## src/hdl/bbdg_pkg.sv

```systemverilog
// Shared types, constants and helpers for the Bayer demosaic with gain.
package bbdg_pkg;

  localparam int WidthMax = 4096;
  localparam int ColW = 12;
  localparam int RowW = 16;
  localparam int GainW = 12;
  localparam int QueueDepth = 4;

  typedef enum logic [2:0] {
    CFG_WIDTH  = 3'd0,
    CFG_HEIGHT = 3'd1,
    CFG_RGAIN  = 3'd2,
    CFG_GGAIN  = 3'd3,
    CFG_BGAIN  = 3'd4
  } cfg_idx_t;

  // One emit job: selectors into the 3x3 window plus coordinates and flags.
  typedef struct packed {
    logic            err;
    logic [1:0]      up;
    logic [1:0]      mid;
    logic [1:0]      dn;
    logic [1:0]      lf;
    logic [1:0]      ct;
    logic [1:0]      rt;
    logic [ColW-1:0] ox;
    logic [RowW-1:0] oy;
    logic            done;
    logic            last;
  } job_t;

  // Gain multiply (q < 2^11, gain < 2^12), round half up, saturate.
  function automatic logic [7:0] gain_sat(input logic [10:0] q, input logic [GainW-1:0] g);
    logic [22:0] p;
    logic [12:0] v;
    begin
      p = 23'(q) * 23'(g) + 23'd512;
      v = p[22:10];
      gain_sat = (v > 13'd255) ? 8'd255 : v[7:0];
    end
  endfunction

endpackage

```

## src/hdl/bbdg_queue.sv

```systemverilog
// Job queue between front and back; one entry holds a window and up to four jobs.
module bbdg_queue (
  input  logic                clk,
  input  logic                rst_n,
  input  logic                wr_en,
  input  bbdg_pkg::job_t      wr_job [4],
  input  logic [2:0]          wr_cnt,
  input  logic [7:0]          wr_win [9],
  output logic                room,
  output logic                rd_valid,
  output bbdg_pkg::job_t      rd_job,
  output logic [7:0]          rd_win [9],
  input  logic                rd_take
);
  import bbdg_pkg::*;

  job_t jq_r [QueueDepth][4];
  logic [2:0] cq_r [QueueDepth];
  logic [7:0] wq_r [QueueDepth][9];
  logic [1:0] wp_r, rp_r, sub_r;
  logic [2:0] fill_r;
  logic pop;

  // two in flight upstream (stage A and the accepting beat) need slack
  assign room = (fill_r <= 3'd1);
  assign rd_valid = (fill_r != '0);
  assign rd_job = jq_r[rp_r][sub_r];
  assign rd_win = wq_r[rp_r];
  assign pop = rd_take && rd_valid && ({1'b0, sub_r} == cq_r[rp_r] - 3'd1);

  always_ff @(posedge clk) begin
    if (wr_en) begin
      jq_r[wp_r] <= wr_job;
      cq_r[wp_r] <= wr_cnt;
      wq_r[wp_r] <= wr_win;
    end
  end

  always_ff @(posedge clk) begin
    if (!rst_n) begin
      wp_r <= '0;
      rp_r <= '0;
      sub_r <= '0;
      fill_r <= '0;
    end else begin
      if (wr_en) wp_r <= wp_r + 2'd1;
      if (pop) begin
        rp_r <= rp_r + 2'd1;
        sub_r <= '0;
      end else if (rd_take && rd_valid) begin
        sub_r <= sub_r + 2'd1;
      end
      fill_r <= fill_r + 3'(wr_en) - 3'(pop);
    end
  end
endmodule

```

## config.mk

```make
export PLATFORM = sky130hd
export DESIGN_NAME = bbdg_queue
export DESIGN_NICKNAME = d
export VERILOG_FILES = /design/src/hdl/bbdg_pkg.sv /design/src/hdl/bbdg_queue.sv
export SDC_FILE = /design/constraint.sdc
export NUM_CORES = 1
export LEC_CHECK = 0
export ABC_CLOCK_PERIOD_IN_PS = 16600
export BUFFER_PORTS_ARGS = -buffer_cell sky130_fd_sc_hd__buf_2
export CORE_ASPECT_RATIO = 0.75
export CORE_MARGIN = 5
export CORE_UTILIZATION = 50
export CTS_BUF_LIST = sky130_fd_sc_hd__clkbuf_16
export DETAILED_ROUTE_END_ITERATION = 10
export PLACE_DENSITY = 0.74
export SYNTH_ARGS = -nofsm -noshare
export SYNTH_HDL_FRONTEND = slang
export SYNTH_SLANG_ARGS = --single-unit
export TNS_END_PERCENT = 1
```

## constraint.sdc

```tcl
create_clock -name clk -period 16.6 [get_ports clk]
set_clock_uncertainty 0.05 [all_clocks]
set_input_delay 1.66 -clock clk [delete_from_list [all_inputs] [get_ports clk]]
set_output_delay 1.66 -clock clk [all_outputs]
set_load 0.02 [all_outputs]
```

Word level (Yosys, flattened, before mapping):

Memory sizes are Yosys's and may differ from the RTL's. A register that Yosys moved wholly into a read port is not among the register bits.
Cells that the tools add are included.

* flip-flop bits (word level): 9
* RAM bits: 988
* output and inout bits: 117
* memories: 3

Memories
* jq_r: depth 4, width 172, rd ports 1, clocked after memory_dff 1, wr ports 1, line bbdg_queue.sv:17 `job_t jq_r [QueueDepth][4];`
* wq_r: depth 4, width 72, rd ports 1, clocked after memory_dff 1, wr ports 1, line bbdg_queue.sv:19 `logic [7:0] wq_r [QueueDepth][9];`
* cq_r: depth 4, width 3, rd ports 1, clocked after memory_dff 1, wr ports 1, line bbdg_queue.sv:18 `logic [2:0] cq_r [QueueDepth];`

* $add $sub $neg: 6
* magnitude comparators: 2
* equal/unequal tests: 1
* multiplexer cells: 11
* bitwise gates (word level): 2
* reductions and logical operators: 4

Operator list (number)
* binary-select mux 43 bit (select 2 bit): 1
* two-way mux 43 bit: 2
* two-way mux 2 bit: 6
* adder 2 x 1 -> 2 bit (second input constant): 3
* adder 3 x 1 -> 3 bit: 1
* equality test 2 x 3 -> 1 bit: 1
* greater-or-equal comparator 3 bit (second input constant): 1
* less-or-equal comparator 3 x 1 -> 1 bit (second input constant): 1
* NOT 2 -> 3 bit: 1
* nonzero test 3 bit: 1
* subtractor 3 x 1 -> 3 bit: 1
* subtractor 3 x 1 -> 3 bit (second input constant): 1
* logical AND 1 bit: 2
* two-way mux 1 bit: 2
* OR reduction 2 bit: 1
* NOT 1 bit: 1

Depth between registers and ports, before layout:

* word-level depth: 5
* gate-level depth with buffers: 17
* gate-level depth less buffers: 13

Worst setup path after synthesis:

Ideal clock, no wire load.

* kind: input-to-reg
* start point: input port wr_en
* end point: memory cq_r[0][0], enable pin
* library setup time: 638 ps
* data arrival time: 7245 ps
* required time: 15912 ps
* path slack: 8667 ps
* stages on the path: 1
* path buffers: 0
* cells stage by stage: and2_1

* cells in the longest elaborated chain, start to end: 2

RTL lines
* from (decl): line bbdg_queue.sv:5 `input logic wr_en,`
* two-way mux 1 bit: line bbdg_queue.sv:32 `if (wr_en) begin`
* two-way mux 1 bit (implied by the code): line bbdg_queue.sv:34 `cq_r[wp_r] <= wr_cnt;`
* to (decl): line bbdg_queue.sv:18

Every way passes these cells.

==> flow_summary.ini <==
[detailed_routing]
drtAntennaViolNets = 0
wl_per_cell_um = 25.14
num_vias = 16370
via_per_inst = 5.655
dr.pass1.iters = 5
wirelength_mm = 72.78
drc = 0
drtIter0Drc = 1203

[die]
num_rows = 87
core_um2 = 74890
die_w_um = 326.7
io-pin-count = 368
initial_core_util_pct = 50.22
dieArea_um2 = 80860
die_h_um = 247.5

[global_route]
met3_usage_pct = 6.819
grt_remaining_overflow = 0
grt_max_degree = 133
busiest_layer = met2
grt_first_pass_wirelength_mm = 109.3
grt_usage_pct = 18.01
grt_pass1_vias = 17180
use_met1_pct = 24.80
antenna_found_initial = 32
use_met2_pct = 27.92

[synthesis]
seq_area_frac_synth_pct = 79.48
yosysWarnings = 0
synth_area_um2 = 37610
syn-mean-instance-area_um2 = 26.71
synth.net_count = 1669
synth_seq_cells = 999
netlist_instances = 1408
synth_cell_types = 27

[pwr]
switching_share_pct = 22.24
total_power_mw = 5.621
p_leak_nw = 14.19
vdd_drop_max_mv = 0.1243
switching_power_mw = 1.250
intPower_mw = 4.371
clkPwrFrac_pct = 37.6
combPwrFrac_pct = 9.7
power.density_nw_per_um2 = 129.2
seqPwrFrac_pct = 52.8

[clocking]
cts_tree = yes
cts_resized = 0
clock_latency_ps = 640
path_clk_slew_ps = 60
clock_path_buffers = 3
clock-sinks = 999
post-cts-setup-buffers = 0
holdBufCountCts = 0
root_buffer = clkbuf_16
htree_levels = 3
cts_buffers = 93

[critical_path]
critPathMaxFanout = 109
critical_path_class = reg -> out
required_ps = 14890
cp.arrival_ps = 4680
end_kind = output port
start_kind = register

[place]
place_congestion = 0.7293
place_area_um2 = 40390
hpwl_mm = 42.61
dp.cells = 2705
portBuffers = 367

[timing]
fmax_mhz = 156.6
fin_setup_tns_ps = 0
drv_slew = 0
tightest_slew_ps = 1200
post-route-period-util_pct = 38.48
fin_crit_ps = 6387
rsz0062_at_grt = false
finalSetupViolCount = 0
hold_viol_final = 0
slew_headroom_pct = 19.99

[flow_run]
drv_cap = 0

[run_status]
status = finished clean

[final_layout]
drive_gt1_share_pct = 39.22
syn_to_final_growth_pct = 15.70
final_cells = 2895
finalNetCount = 2082
post-route-util_pct = 58.10
finalInstanceArea_um2 = 43510

[min_path]
hold_class = reg -> reg
## cell usage in the layout, fill, tap and decap left out, drive strengths merged, types with 5 or more instances in the layout
cell	instances
diode	19
edfxtp	988
mux4	290
ha	9
nand2	5
inv	31
clkinvlp	5
dfxtp	11
bufinv	12
buf	384
and2	7
clkinv	37
clkbuf	95
xor2	5
## stage by stage
stage / setup slack, ps / hold slack [ps]
floorplan: 8667 / 395.1
detailed placement: 10790 / 432.0
global route: 9834 / 472.9
CTS: 10090 / 430.9
global placement: 10780 / 396.3
finish: 10210 / 439.6
## synthesized netlist by cell type
cell type / number / area share (%)
dfxtp_1: 11 / 0.59
fa_1: 1 / 0.053
a32o_1: 1 / 0.027
xnor2_1: 1 / 0.023
inv_1: 9 / 0.090
nor2b_1: 2 / 0.033
mux4_1: 77 / 5.4
buf_12: 4 / 0.21
mux2i_1: 4 / 0.11
xor2_1: 5 / 0.12
nand3_1: 1 / 0.013
mux4_2: 213 / 13
and2_1: 7 / 0.12
nand2_1: 5 / 0.050
nor3b_1: 2 / 0.040
buf_2: 11 / 0.15
clkbuf_1: 24 / 0.24
buf_6: 16 / 0.48
ha_1: 9 / 0.30
xnor2_2: 1 / 0.043
buf_4: 5 / 0.10
nor4b_2: 1 / 0.040
nor3_4: 1 / 0.043
edfxtp_1: 988 / 79
buf_1: 6 / 0.060
o31a_1: 1 / 0.023
nand2b_1: 2 / 0.033
## state kept, by name (all words and copies together) (netlist names), named ones only
name,flops
fill_r,3
rp_r,2
wp_r,2
wq_r,288
jq_r,688
sub_r,2
cq_r,12
## per-layer routing
metal | vias up | wire length (µm)
li1 | 7090 | -
met3 | 127 | 6589
met1 | 8644 | 29590
met4 | 32 | 1390
met2 | 478 | 35010
met5 | - | 202
## cell families (layout without fill, tap and decap cells)
group           after synthesis  in the layout  synth area share [%]
compound gates                2              2               0.04991
mux                         294            294                 18.24
simple gates                 21             21                0.3693
other cells                   0             19                     0
buf+inv                      75            564                 1.327
xor+xnor                      7              7                0.1830
fa+ha+maj                    10             10                0.3527
flops                       999            999                 79.48
## path summary, 6_finish.rpt
check	slack, ps	depth (start not counted)	end	startpoint
worst max-delay path	10210	5	rd_job[19]	register
worst min-delay path	440	2	register	rp_r[1]
worst max register to register	11830	14	fill_r[2]	register
worst min register to register	440	2	register	rp_r[1]
## critical path: stages, from the launching register on
cell and delay (ps):
dfxtp_4 990, buf_4 740, buf_12 500, mux4_1 660
mux4_2 490, buf_2 200
## area by class of cell
type / instances / area (µm²)
Timing Repair Buffer: 384 / 2002
Sequential cell: 999 / 29900
Antenna cell: 19 / 47.55
Clock inverter: 76 / 693.2
Fill cell: 5246 / 31380
Clock buffer: 95 / 2377
Tap cell: 979 / 1225
Inverter: 9 / 33.78
Multi-Input combinational cell: 334 / 7229
## power by group through the flow
stage	logic, mW	registers (mW)	clock network [mW]
2_1_floorplan	0.388	3.00	0
3_3_place_gp	0.541	3.01	0
3_5_place_dp	0.551	3.02	0
4_1_cts	0.555	2.97	2.16
5_1_grt	0.583	2.97	2.28
6_report	0.544	2.97	2.11
Power figures use the tool's default switching activity.
