<file path="src/hdl/bbdg_pkg.sv">
// Shared types, constants and helpers for the Bayer demosaic with gain.
package bbdg_pkg;

  localparam int WidthMax = 4096;
  localparam int ColW = 12;
  localparam int RowW = 16;
  localparam int GainW = 12;
  localparam int QueueDepth = 4;

  typedef enum logic [2:0] {
    CFG_WIDTH  = 3'd0,
    CFG_HEIGHT = 3'd1,
    CFG_RGAIN  = 3'd2,
    CFG_GGAIN  = 3'd3,
    CFG_BGAIN  = 3'd4
  } cfg_idx_t;

  // One emit job: selectors into the 3x3 window plus coordinates and flags.
  typedef struct packed {
    logic            err;
    logic [1:0]      up;
    logic [1:0]      mid;
    logic [1:0]      dn;
    logic [1:0]      lf;
    logic [1:0]      ct;
    logic [1:0]      rt;
    logic [ColW-1:0] ox;
    logic [RowW-1:0] oy;
    logic            done;
    logic            last;
  } job_t;

  // Gain multiply (q < 2^11, gain < 2^12), round half up, saturate.
  function automatic logic [7:0] gain_sat(input logic [10:0] q, input logic [GainW-1:0] g);
    logic [22:0] p;
    logic [12:0] v;
    begin
      p = 23'(q) * 23'(g) + 23'd512;
      v = p[22:10];
      gain_sat = (v > 13'd255) ? 8'd255 : v[7:0];
    end
  endfunction

endpackage

</file>
<file path="src/hdl/bbdg_back.sv">
// Back end: interpolate from the window, apply gains, register result.
module bbdg_back (
  input  logic                  clk,
  input  logic                  rst_n,
  input  logic                  cfg_we,
  input  logic [2:0]            cfg_index,
  input  logic [15:0]           cfg_wdata,
  input  logic                  j_valid,
  input  bbdg_pkg::job_t        j,
  input  logic [7:0]            win [9],
  output logic                  j_take,
  output logic                  out_tvalid,
  input  logic                  out_tready,
  output logic [55:0]           out_tdata,
  output logic                  out_tlast
);
  import bbdg_pkg::*;

  logic [GainW-1:0] rg_r, gg_r, bg_r;
  logic [10:0] c, hz, vt, dg, rq, gq, bq;
  logic [7:0] r8, g8, b8;
  logic v_r;
  logic [55:0] d_r;
  logic l_r;

  always_ff @(posedge clk) begin
    if (!rst_n) begin
      rg_r <= 12'd256;
      gg_r <= 12'd256;
      bg_r <= 12'd256;
    end else if (cfg_we) begin
      if (cfg_index == CFG_RGAIN) rg_r <= cfg_wdata[11:0];
      if (cfg_index == CFG_GGAIN) gg_r <= cfg_wdata[11:0];
      if (cfg_index == CFG_BGAIN) bg_r <= cfg_wdata[11:0];
    end
  end

  always_comb begin
    c  = 11'(win[j.mid*3 + j.ct]);
    hz = 11'(win[j.mid*3 + j.lf]) + 11'(win[j.mid*3 + j.rt]);
    vt = 11'(win[j.up*3 + j.ct]) + 11'(win[j.dn*3 + j.ct]);
    dg = 11'(win[j.up*3 + j.lf]) + 11'(win[j.up*3 + j.rt])
       + 11'(win[j.dn*3 + j.lf]) + 11'(win[j.dn*3 + j.rt]);
    if (j.ox[0] == j.oy[0]) begin
      gq = hz + vt;
      rq = j.oy[0] ? dg : {c[8:0], 2'b00};
      bq = j.oy[0] ? {c[8:0], 2'b00} : dg;
    end else begin
      gq = {c[8:0], 2'b00};
      rq = j.oy[0] ? {vt[9:0], 1'b0} : {hz[9:0], 1'b0};
      bq = j.oy[0] ? {hz[9:0], 1'b0} : {vt[9:0], 1'b0};
    end
    r8 = gain_sat(rq, rg_r);
    g8 = gain_sat(gq, gg_r);
    b8 = gain_sat(bq, bg_r);
  end

  assign j_take = j_valid && (!v_r || out_tready);

  always_ff @(posedge clk) begin
    if (!rst_n) v_r <= 1'b0;
    else if (!v_r || out_tready) v_r <= j_valid;
  end

  always_ff @(posedge clk) begin
    if (j_take) begin
      if (j.err) begin
        d_r <= {2'd0, 1'b1, 53'd0};
        l_r <= 1'b1;
      end else begin
        d_r <= {2'd0, 1'b0, j.done, j.oy, j.ox, b8, g8, r8};
        l_r <= j.last;
      end
    end
  end

  assign out_tvalid = v_r;
  assign out_tdata = d_r;
  assign out_tlast = l_r;
endmodule

</file>
<file path="config.mk">
export PLATFORM = sky130hd
export DESIGN_NAME = bbdg_back
export DESIGN_NICKNAME = d
export VERILOG_FILES = /design/src/hdl/bbdg_pkg.sv /design/src/hdl/bbdg_back.sv
export SDC_FILE = /design/constraint.sdc
export NUM_CORES = 1
export LEC_CHECK = 0
export BUFFER_PORTS_ARGS = -buffer_cell sky130_fd_sc_hd__clkbuf_2
export CAP_MARGIN = 20
export CORE_MARGIN = 5
export CORE_UTILIZATION = 61
export DETAILED_ROUTE_END_ITERATION = 8
export MAX_ROUTING_LAYER = met4
export PLACE_DENSITY = 0.78
export SLEW_MARGIN = 20
export SYNTH_ARGS = -nofsm -noshare
export SYNTH_HDL_FRONTEND = slang
export SYNTH_SLANG_ARGS = --single-unit
</file>
<file path="constraint.sdc">
create_clock -name clk -period 34 [get_ports clk]
set_input_delay 3.4 -clock clk [delete_from_list [all_inputs] [get_ports clk]]
set_output_delay 3.4 -clock clk [all_outputs]
set_load 0.03 [all_outputs]
</file>
; Word-level counts from Yosys, hierarchy flattened
; Cells that the tools add are included.
[classes]
add_sub_neg = 18
mul = 6
magnitude_cmp = 12
n_eq_ne = 4
muxes = 38
bitwise_logic = 9
reduce_logical = 6
[ops]
columns = op, count
row1 = 33-bit by 5-bit >= comparator with 1-bit output (second input constant), 9
row2 = 5-bit NOT with 33-bit output, 9
row3 = 8-bit binary-select mux with 4-bit select, 9
row4 = 8-bit two-way mux, 21
row5 = 23-bit by 10-bit adder with 23-bit output (second input constant), 3
row6 = 11-bit by 12-bit multiplier with 23-bit output, 3
row7 = 54-bit two-way mux, 1
row8 = 4-bit by 2-bit adder with 5-bit output, 9
row9 = 11-bit two-way mux, 4
row10 = 13-bit by 8-bit greater-than comparator with 1-bit output (second input constant), 3
row11 = 10-bit two-way mux, 3
row12 = 8-bit by 8-bit adder with 9-bit output, 3
row13 = 2-bit by 2-bit multiplier with 4-bit output (second input constant), 3
row14 = 10-bit by 8-bit adder with 11-bit output, 1
row15 = 9-bit by 8-bit adder with 10-bit output, 1
row16 = 9-bit by 9-bit adder with 10-bit output, 1
row17 = 3-bit by 2-bit equality test with 1-bit output (second input constant), 2
row18 = 2-bit AND reduction, 3
row19 = 3-bit equality test (second input constant), 1
row20 = 1-bit equality test, 1
row21 = 1-bit logical AND, 1
row22 = 1-bit zero test, 1
row23 = 1-bit logical OR, 1
[word_totals]
ff_bits = 94
inputBits = 139
out_inout_bits = 59
elab_cells = 100

; Logic depth before layout (Yosys ltp)
; Gate-level depths: netlist of run 1.
[depth]
word_depth = 16
depth_mapped = 47
depth_no_buf = 45

; Least setup slack after synthesis of run 1
; Ideal clock, no wire load.
[synth_timing]
path_kind = in2reg
start = input port j[36] (netlist name)
end = register d_r[6], in the netlist out_tdata[6], data pin
setup_time_ns = 0.270
arrival_ns = 13.444
required_time_ns = 33.730
slack_ns = 20.285
cell_stages = 38
path_buffers = 3
cell_sequence = inv_1 > ha_1 > fa_1 > clkbuf_1 > clkbuf_1 > mux4_2 > mux2i_1 > o21ai_0 > fa_1 > inv_1 > fa_1 > inv_1 > ha_1 > a21o_1 > a21oi_2 > o21ai_1 > a2111oi_0 > nor3_1 > [2 not listed] > buf_6 > and2_4 > ha_1 > fa_1 > fa_1 > fa_1 > inv_1 > fa_1 > inv_1 > ha_1 > a21oi_1 > nand2_1 > or4_1 > a31oi_1 > o21bai_1 > a21oi_1 > xor2_1 > a31oi_1
[synth_via]
elab_chain_cells = 14
elab_cells_between_ends = 26
cone_classes = add/sub (7) / mul (2) / order compare (1) / mux (13) / bitwise (3)
[synth_rtl]
columns = item, line_no
row1 = start: declaration, bbdg_back.sv:9  ; input bbdg_pkg::job_t j,
row2 = 2-bit by 2-bit multiplier with 4-bit output *, "bbdg_back.sv:41, bbdg_back.sv:43"
row3 = 4-bit by 2-bit adder with 5-bit output, bbdg_back.sv:43  ; + 11'(win[j.dn*3 + j.lf]) + 11'(win[j.dn*3 + j.rt]);
row4 = 5-bit NOT with 33-bit output (not written as such), bbdg_back.sv:43
row5 = 8-bit binary-select mux with 4-bit select, bbdg_back.sv:43
row6 = 8-bit two-way mux (not written as such) (2 in series), bbdg_back.sv:43
row7 = 9-bit by 8-bit adder with 10-bit output, bbdg_back.sv:43
row8 = 10-bit by 8-bit adder with 11-bit output, bbdg_back.sv:43
row9 = 11-bit two-way mux, bbdg_back.sv:46  ; rq = j.oy[0] ? dg : {c[8:0], 2'b00};
row10 = 11-bit two-way mux *, bbdg_back.sv:44  ; if (j.ox[0] == j.oy[0]) begin
row11 = 11-bit by 12-bit multiplier with 23-bit output *, bbdg_pkg.sv:38  ; p = 23'(q) * 23'(g) + 23'd512;
row12 = 23-bit by 10-bit adder with 23-bit output *, bbdg_pkg.sv:38
row13 = 13-bit by 8-bit greater-than comparator with 1-bit output, bbdg_pkg.sv:40  ; gain_sat = (v > 13'd255) ? 8'd255 : v[7:0];
row14 = 8-bit two-way mux *, bbdg_pkg.sv:40
row15 = end signal: assignment, bbdg_back.sv:68  ; d_r <= {2'd0, 1'b1, 53'd0};
row16 = end signal: assignment, bbdg_back.sv:71  ; d_r <= {2'd0, 1'b0, j.done, j.oy, j.ox, b8, g8, r8};
row17 = end: declaration, bbdg_back.sv:23  ; logic [55:0] d_r;
; Every way passes the cells marked *; elsewhere a longest branch is shown, timed or not. The select of a mux whose other input is x is not followed.
; A chain may end at the register's enable or synchronous reset.

; Final worst setup path of run 1
[layout_timing]
start = input port j[40] (netlist name)
end = register d_r[17], in the netlist out_tdata[17], data pin
[layout_via]
elab_chain_cells = 15
elab_cells_between_ends = 27
cone_classes = add/sub (8) / mul (2) / order compare (1) / mux (13) / bitwise (3)
[layout_rtl]
columns = item, line_no
row1 = 2-bit by 2-bit multiplier with 4-bit output *, "bbdg_back.sv:41, bbdg_back.sv:42"
row2 = 4-bit by 2-bit adder with 5-bit output, bbdg_back.sv:42  ; dg = 11'(win[j.up*3 + j.lf]) + 11'(win[j.up*3 + j.rt])
row3 = 5-bit NOT with 33-bit output (not written as such), bbdg_back.sv:42
row4 = 8-bit binary-select mux with 4-bit select, bbdg_back.sv:42
row5 = 8-bit two-way mux (not written as such) (2 in series), bbdg_back.sv:42
row6 = 8-bit by 8-bit adder with 9-bit output, bbdg_back.sv:42
row7 = 9-bit by 8-bit adder with 10-bit output, bbdg_back.sv:43
row8 = 10-bit by 8-bit adder with 11-bit output, bbdg_back.sv:43
row9 = 11-bit two-way mux, bbdg_back.sv:47  ; bq = j.oy[0] ? {c[8:0], 2'b00} : dg;
row10 = 11-bit two-way mux *, bbdg_back.sv:44
row11 = 11-bit by 12-bit multiplier with 23-bit output *, bbdg_pkg.sv:38
row12 = 23-bit by 10-bit adder with 23-bit output *, bbdg_pkg.sv:38
row13 = 13-bit by 8-bit greater-than comparator with 1-bit output, bbdg_pkg.sv:40
row14 = 8-bit two-way mux *, bbdg_pkg.sv:40
; Marks and branches as above.

==> results of run 1 <==
==> critical path: cells and delay by family <==
kind,cells,cell delay [ns]
and+or+nand+nor,5,1.37
adders and majority gates,11,4.93
AOI/OAI and AO/OA,9,2.04
xor gates and xnor gates,2,0.30
buffers and inverters,8,0.77
muxes,3,1.64
==> cells by family after synthesis <==
family / after synthesis / share of synthesized area [%]
muxes: 230 / 18.32
DFF: 92 / 10.27
xor gates and xnor gates: 70 / 2.712
other: 1 / 0.01609
AOI/OAI and AO/OA: 303 / 8.301
and+or+nand+nor: 698 / 14.91
adders and majority gates: 532 / 37.17
buffers and inverters: 506 / 8.312
==> per-stage QoR <==
stage	total power [uW]	hold slack (ns)	util, %
detailed placement	1604	0.6103	65.36
finish	1727	0.6222	66.26
global route	1914	0.6615	66.25
floorplan	1248	0.4423	-
global placement	1562	0.5922	65.35
CTS	1719	0.6186	66.19
==> layout make-up <==
type	count	share of cell area (%)
multi-input combinational	1835	76.18
sequential	92	9.586
inverter	354	5.324
timing repair buffer	231	5.034
tap	511	2.562
clock buffer	9	0.9024
clock inverter	7	0.3459
antenna	7	0.07019
==> worst paths after layout <==
kind                            depth (start not counted)  slack, ns            end     from
worst min register to register                          2       0.62        bg_r[0]  bg_r[0]
worst min-delay path                                    2       0.62        bg_r[0]  bg_r[0]
worst max register to register                         18      27.85  out_tdata[17]  bg_r[8]
worst max-delay path                                   38      19.56  out_tdata[17]    j[40]
==> sequential cells by signal (all words and copies together), names as in the netlist <==
name,count
out_tvalid,1
rg_r,12
gg_r,12
bg_r,12
out_tlast,1
out_tdata,54
==> where the power goes <==
part,switching (uW),internal [uW]
sequential,7.94,148
clock,51.3,53.2
combinational,890,576
==> cell usage after synthesis (46+ instances only) <==
cell and count:
clkbuf_1 135, mux2i_1 65, ha_1 265, a21oi_1 71, edfxtp_1 55, mux4_2 155, inv_1 354, fa_1 267
nor2b_1 48, and2_1 161, o21ai_0 81, nand2_1 326, nor2_1 46
==> layer usage <==
layer,GRT usage (%),vias to the layer above
met3,6.288,154
met5,-,-
li1,-,8375
met4,10.05,0
met1,38.34,9208
met2,50.92,973
==> flow_metrics.tcl, run 1 <==
set metrics [dict create \
    status "finished clean" \
    end_kind "flop" \
    wl_met1_um 23770 \
    cp_slowest_stage_delay_ns 0.83 \
    layout_commonest_cell "inv_1" \
    critPathArrivalTime_ns 14.51 \
    clock_latency_ns 0.36 \
    final_cell_mix "inv_1, nand2_1, fa_1" \
    die-area_mm2 0.04221 \
    critPathSlowestCell "mux4_1" \
    drive_above_1_share_pct 17.60 \
    route.detailed.drc 0 \
    grt_pass1_vias 19731 \
    grt_overflow 0 \
    clk_pin_slew_worst_paths_ns 0.08 \
    root_buffer "clkbuf_16" \
    synthDistinctLibCells 69 \
    die_y_um 205.5 \
    hp-class "reg2reg" \
    hpwl_um 49350 \
    synth-seq-cells 92 \
    clock_path_buffers 2 \
    htreeDepth 3 \
    grt_pass1_wl_um 101000 \
    leakage_uw 0.01223 \
    fin_tns_setup_ns 0 \
    syn_to_final_growth_pct 7.098 \
    synth_area_mm2 0.02330 \
    routed.top_layer "met4" \
    critPathKind "in2reg" \
    async_flop_share_pct 0 \
    finalCriticalPeriod_ns 14.44 \
    ys_top_cells_by_area "fa_1, mux4_2, ha_1, edfxtp_1, inv_1" \
    synthFlopType "edfxtp_1" \
    worstMarginPinSlew_ns 1.118 \
    seq_area_frac_synth_pct 10.27 \
    required_ns 34.07 \
    rsz0062_at_grt "no" \
    max_cap_viol_count 0 \
    stdcell_count 3046 \
    cts_tree "yes" \
    nFillCells 3045 \
    fin_crit_sh_pct 42.46 \
    max-vdd-ir-drop_mv 0.06200 \
    die_w_um 205.5 \
    drv_slew 0 \
    yosysWarnings 0 \
    port_buffers 191 \
    cpMostUsedCell "fa_1" \
    cts_buffers 9 \
    io_pins 198 \
    synthCells 2432 \
    start_util_pct 61.87 \
    gp_congestion 1.038 \
    wl_met3_um 5998 \
    wire_per_inst_um 20.17 \
    num_rows 71 \
    core_mm2 0.03767 \
    setup-violations-final 0 \
    wl_met2_um 29630 \
    ctsHoldBuffers 0 \
    dp_slack_ns 19.31 \
    postRouteAntennaNets 0 \
    post_cts_buffers 0 \
    drtPass1Iterations 6 \
    multi_input_area_mm2 0.01901 \
    clock_skew_ns 0.01277 \
    synth-edff-count 55 \
    netlist.area_leader.share_pct 22.94 \
    wl_um 61430 \
    num-nets-final 3194 \
    startpoint_type "primary input" \
    grt_usage_pct 30.79 \
    cts_sinks 92 \
    postLayoutCellArea_mm2 0.02496 \
    grt_max_degree 57 \
    p_per_area_mw_per_mm2 69.19 \
    place_inst 3023 \
    cp_max_fo 17 \
    routed-via-count 18710 \
    first_iter_violations 1603 \
    max_clock_freq_mhz 69.26 \
    finalHoldViolCount 0 \
    postPlaceCellArea_mm2 0.02462 \
    routed_via_density 6.142 \
    synth_top_cell_by_area "fa_1" \
    cts_resized 0 \
    antenna_found_initial 6 \
    fin_ws_ns 19.56 \
    syn_avg_cell_area_um2 9.582 \
    relSlewSlack_pct 24.92 \
    seq_area_mm2 0.002392 \
]
Power figures use the tool's default switching activity.
==> run 2: changes to the inputs <==
==> constraint.sdc (replaced) <==
create_clock -name clk -period 14.4 [get_ports clk]
set_input_delay 1.44 -clock clk [delete_from_list [all_inputs] [get_ports clk]]
set_output_delay 1.44 -clock clk [all_outputs]
set_load 0.03 [all_outputs]
==> run 2 against run 1 <==
Effect of this change:
- non-clock buffer count decreased by 3
- sequential share of layout area about the same
- final cell count decreased by 0.23%
- power increased by 140%
- count of clock-buffer cells in the layout increased by 3
- flip-flop and latch count unchanged
- critical endpoint unchanged
- largest cell class unchanged
- highest routed layer unchanged
==> flow_metrics.tcl, run 2 (synthesis results as in run 1) <==
set metrics [dict create \
    worstMarginPinSlew_ns 1.106 \
    wl_um 60550 \
    antenna_found_initial 3 \
    end_kind "flop" \
    max_clock_freq_mhz 79.65 \
    root_buffer "clkbuf_16" \
    final_util_pct 66.12 \
    postPlaceCellArea_mm2 0.02458 \
    required_ns 14.47 \
    p_per_area_mw_per_mm2 163.3 \
    die_y_um 205.5 \
    grt_overflow 0 \
    wire_per_inst_um 19.93 \
    drive_above_1_share_pct 17.47 \
    cts_tree "yes" \
    num-nets-final 3191 \
    num_rows 71 \
    port_buffers 191 \
    postRouteAntennaNets 0 \
    cts_resized 0 \
    cp_slowest_stage_delay_ns 0.92 \
    rsz0062_at_grt "no" \
    dp_slack_ns 1.638 \
    largest_reg_flops 54 \
    routed_via_density 6.184 \
    start_util_pct 61.87 \
    final_cell_mix "inv_1, nand2_1, fa_1" \
    grt_pass1_wl_um 100800 \
    routed-via-count 18793 \
    max_cap_viol_count 0 \
    grt_max_degree 57 \
    cts_sinks 92 \
    grt_usage_pct 30.55 \
    clock_skew_ns 0.008597 \
    startpoint_type "primary input" \
    route.detailed.drc 0 \
    clock_latency_ns 0.35 \
    clk_pin_slew_worst_paths_ns 0.07 \
    cts_buffers 9 \
    drtPass1Iterations 5 \
    finalCriticalPeriod_ns 12.56 \
    core_mm2 0.03767 \
    leakage_uw 0.01221 \
    max-vdd-ir-drop_mv 0.1249 \
    cp_max_fo 12 \
    die_w_um 205.5 \
    first_iter_violations 1587 \
    layout_commonest_cell "inv_1" \
    setup-violations-final 0 \
    postLayoutCellArea_mm2 0.02490 \
    syn_to_final_growth_pct 6.873 \
    cpMostUsedCell "fa_1" \
    critPathKind "in2reg" \
    fin_crit_sh_pct 87.19 \
    die-area_mm2 0.04221 \
    critPathArrivalTime_ns 12.63 \
    hpwl_um 49340 \
    fin_ws_ns 1.845 \
    htreeDepth 3 \
    finalHoldViolCount 0 \
    clock_path_buffers 2 \
    grt_pass1_vias 19929 \
    relSlewSlack_pct 25.79 \
    critPathSlowestCell "fa_1" \
    gp_congestion 1.022 \
    post_cts_buffers 0 \
    fin_tns_setup_ns 0 \
    hp-class "reg2reg" \
    drv_slew 0 \
    power_uw 4066 \
    ctsHoldBuffers 0 \
    io_pins 198 \
    status "finished clean" \
]
==> run 2: stage by stage <==
step                      hold slack (ns)  std cells
after CTS                          0.6393       3035
after floorplan                    0.4423       2433
after detailed placement           0.6280       3019
after global placement             0.6049       3019
after global routing               0.6828       3039
final                              0.6433       3039
==> run 2: path summary, 6_finish.rpt <==
kind,cells past startpoint,slack (ns),to,startpoint
worst min-delay path,2,0.64,rg_r[10],rg_r[10]
worst max register to register,18,8.34,out_tdata[17],bg_r[8]
worst max-delay path,37,1.84,out_tdata[17],j[36]
worst min register to register,2,0.64,rg_r[10],rg_r[10]
==> run 2: area by class of cell <==
class                      count  area [um^2]
sequential                    92         2392
clock inverter                 4        31.28
inverter                     354         1329
antenna                        3        7.507
clock buffer                  12        257.7
timing repair buffer         228         1234
fill                        3055        12760
tap                          511        639.4
multi-input combinational   1835        19010
==> run 2: per-layer routing <==
metal	track usage [%]	vias up	share of wire [%]
li1	-	8378	-
met1	38.80	9185	38
met2	49.97	1065	48
met3	5.390	165	11
met4	10.60	0	3.8
met5	-	-	0
==> run 2: where the power goes <==
part / switching (uW) / internal (uW) / leakage [uW]
registers: 18.5 / 350 / 0.000848
logic: 2110 / 1360 / 0.0112
clock network: 101 / 129 / 0.000143
total: 2230 / 1840 / 0.0122
==> run 2: worst max-delay path: cells and delay by family <==
| family | cells | cell delay (ns) |
|---|---|---|
| AOI/OAI and AO/OA | 8 | 1.84 |
| xor gates and xnor gates | 2 | 0.29 |
| adders and majority gates | 11 | 5.44 |
| buffers and inverters | 7 | 0.49 |
| muxes | 3 | 1.63 |
| and+or+nand+nor | 6 | 1.49 |
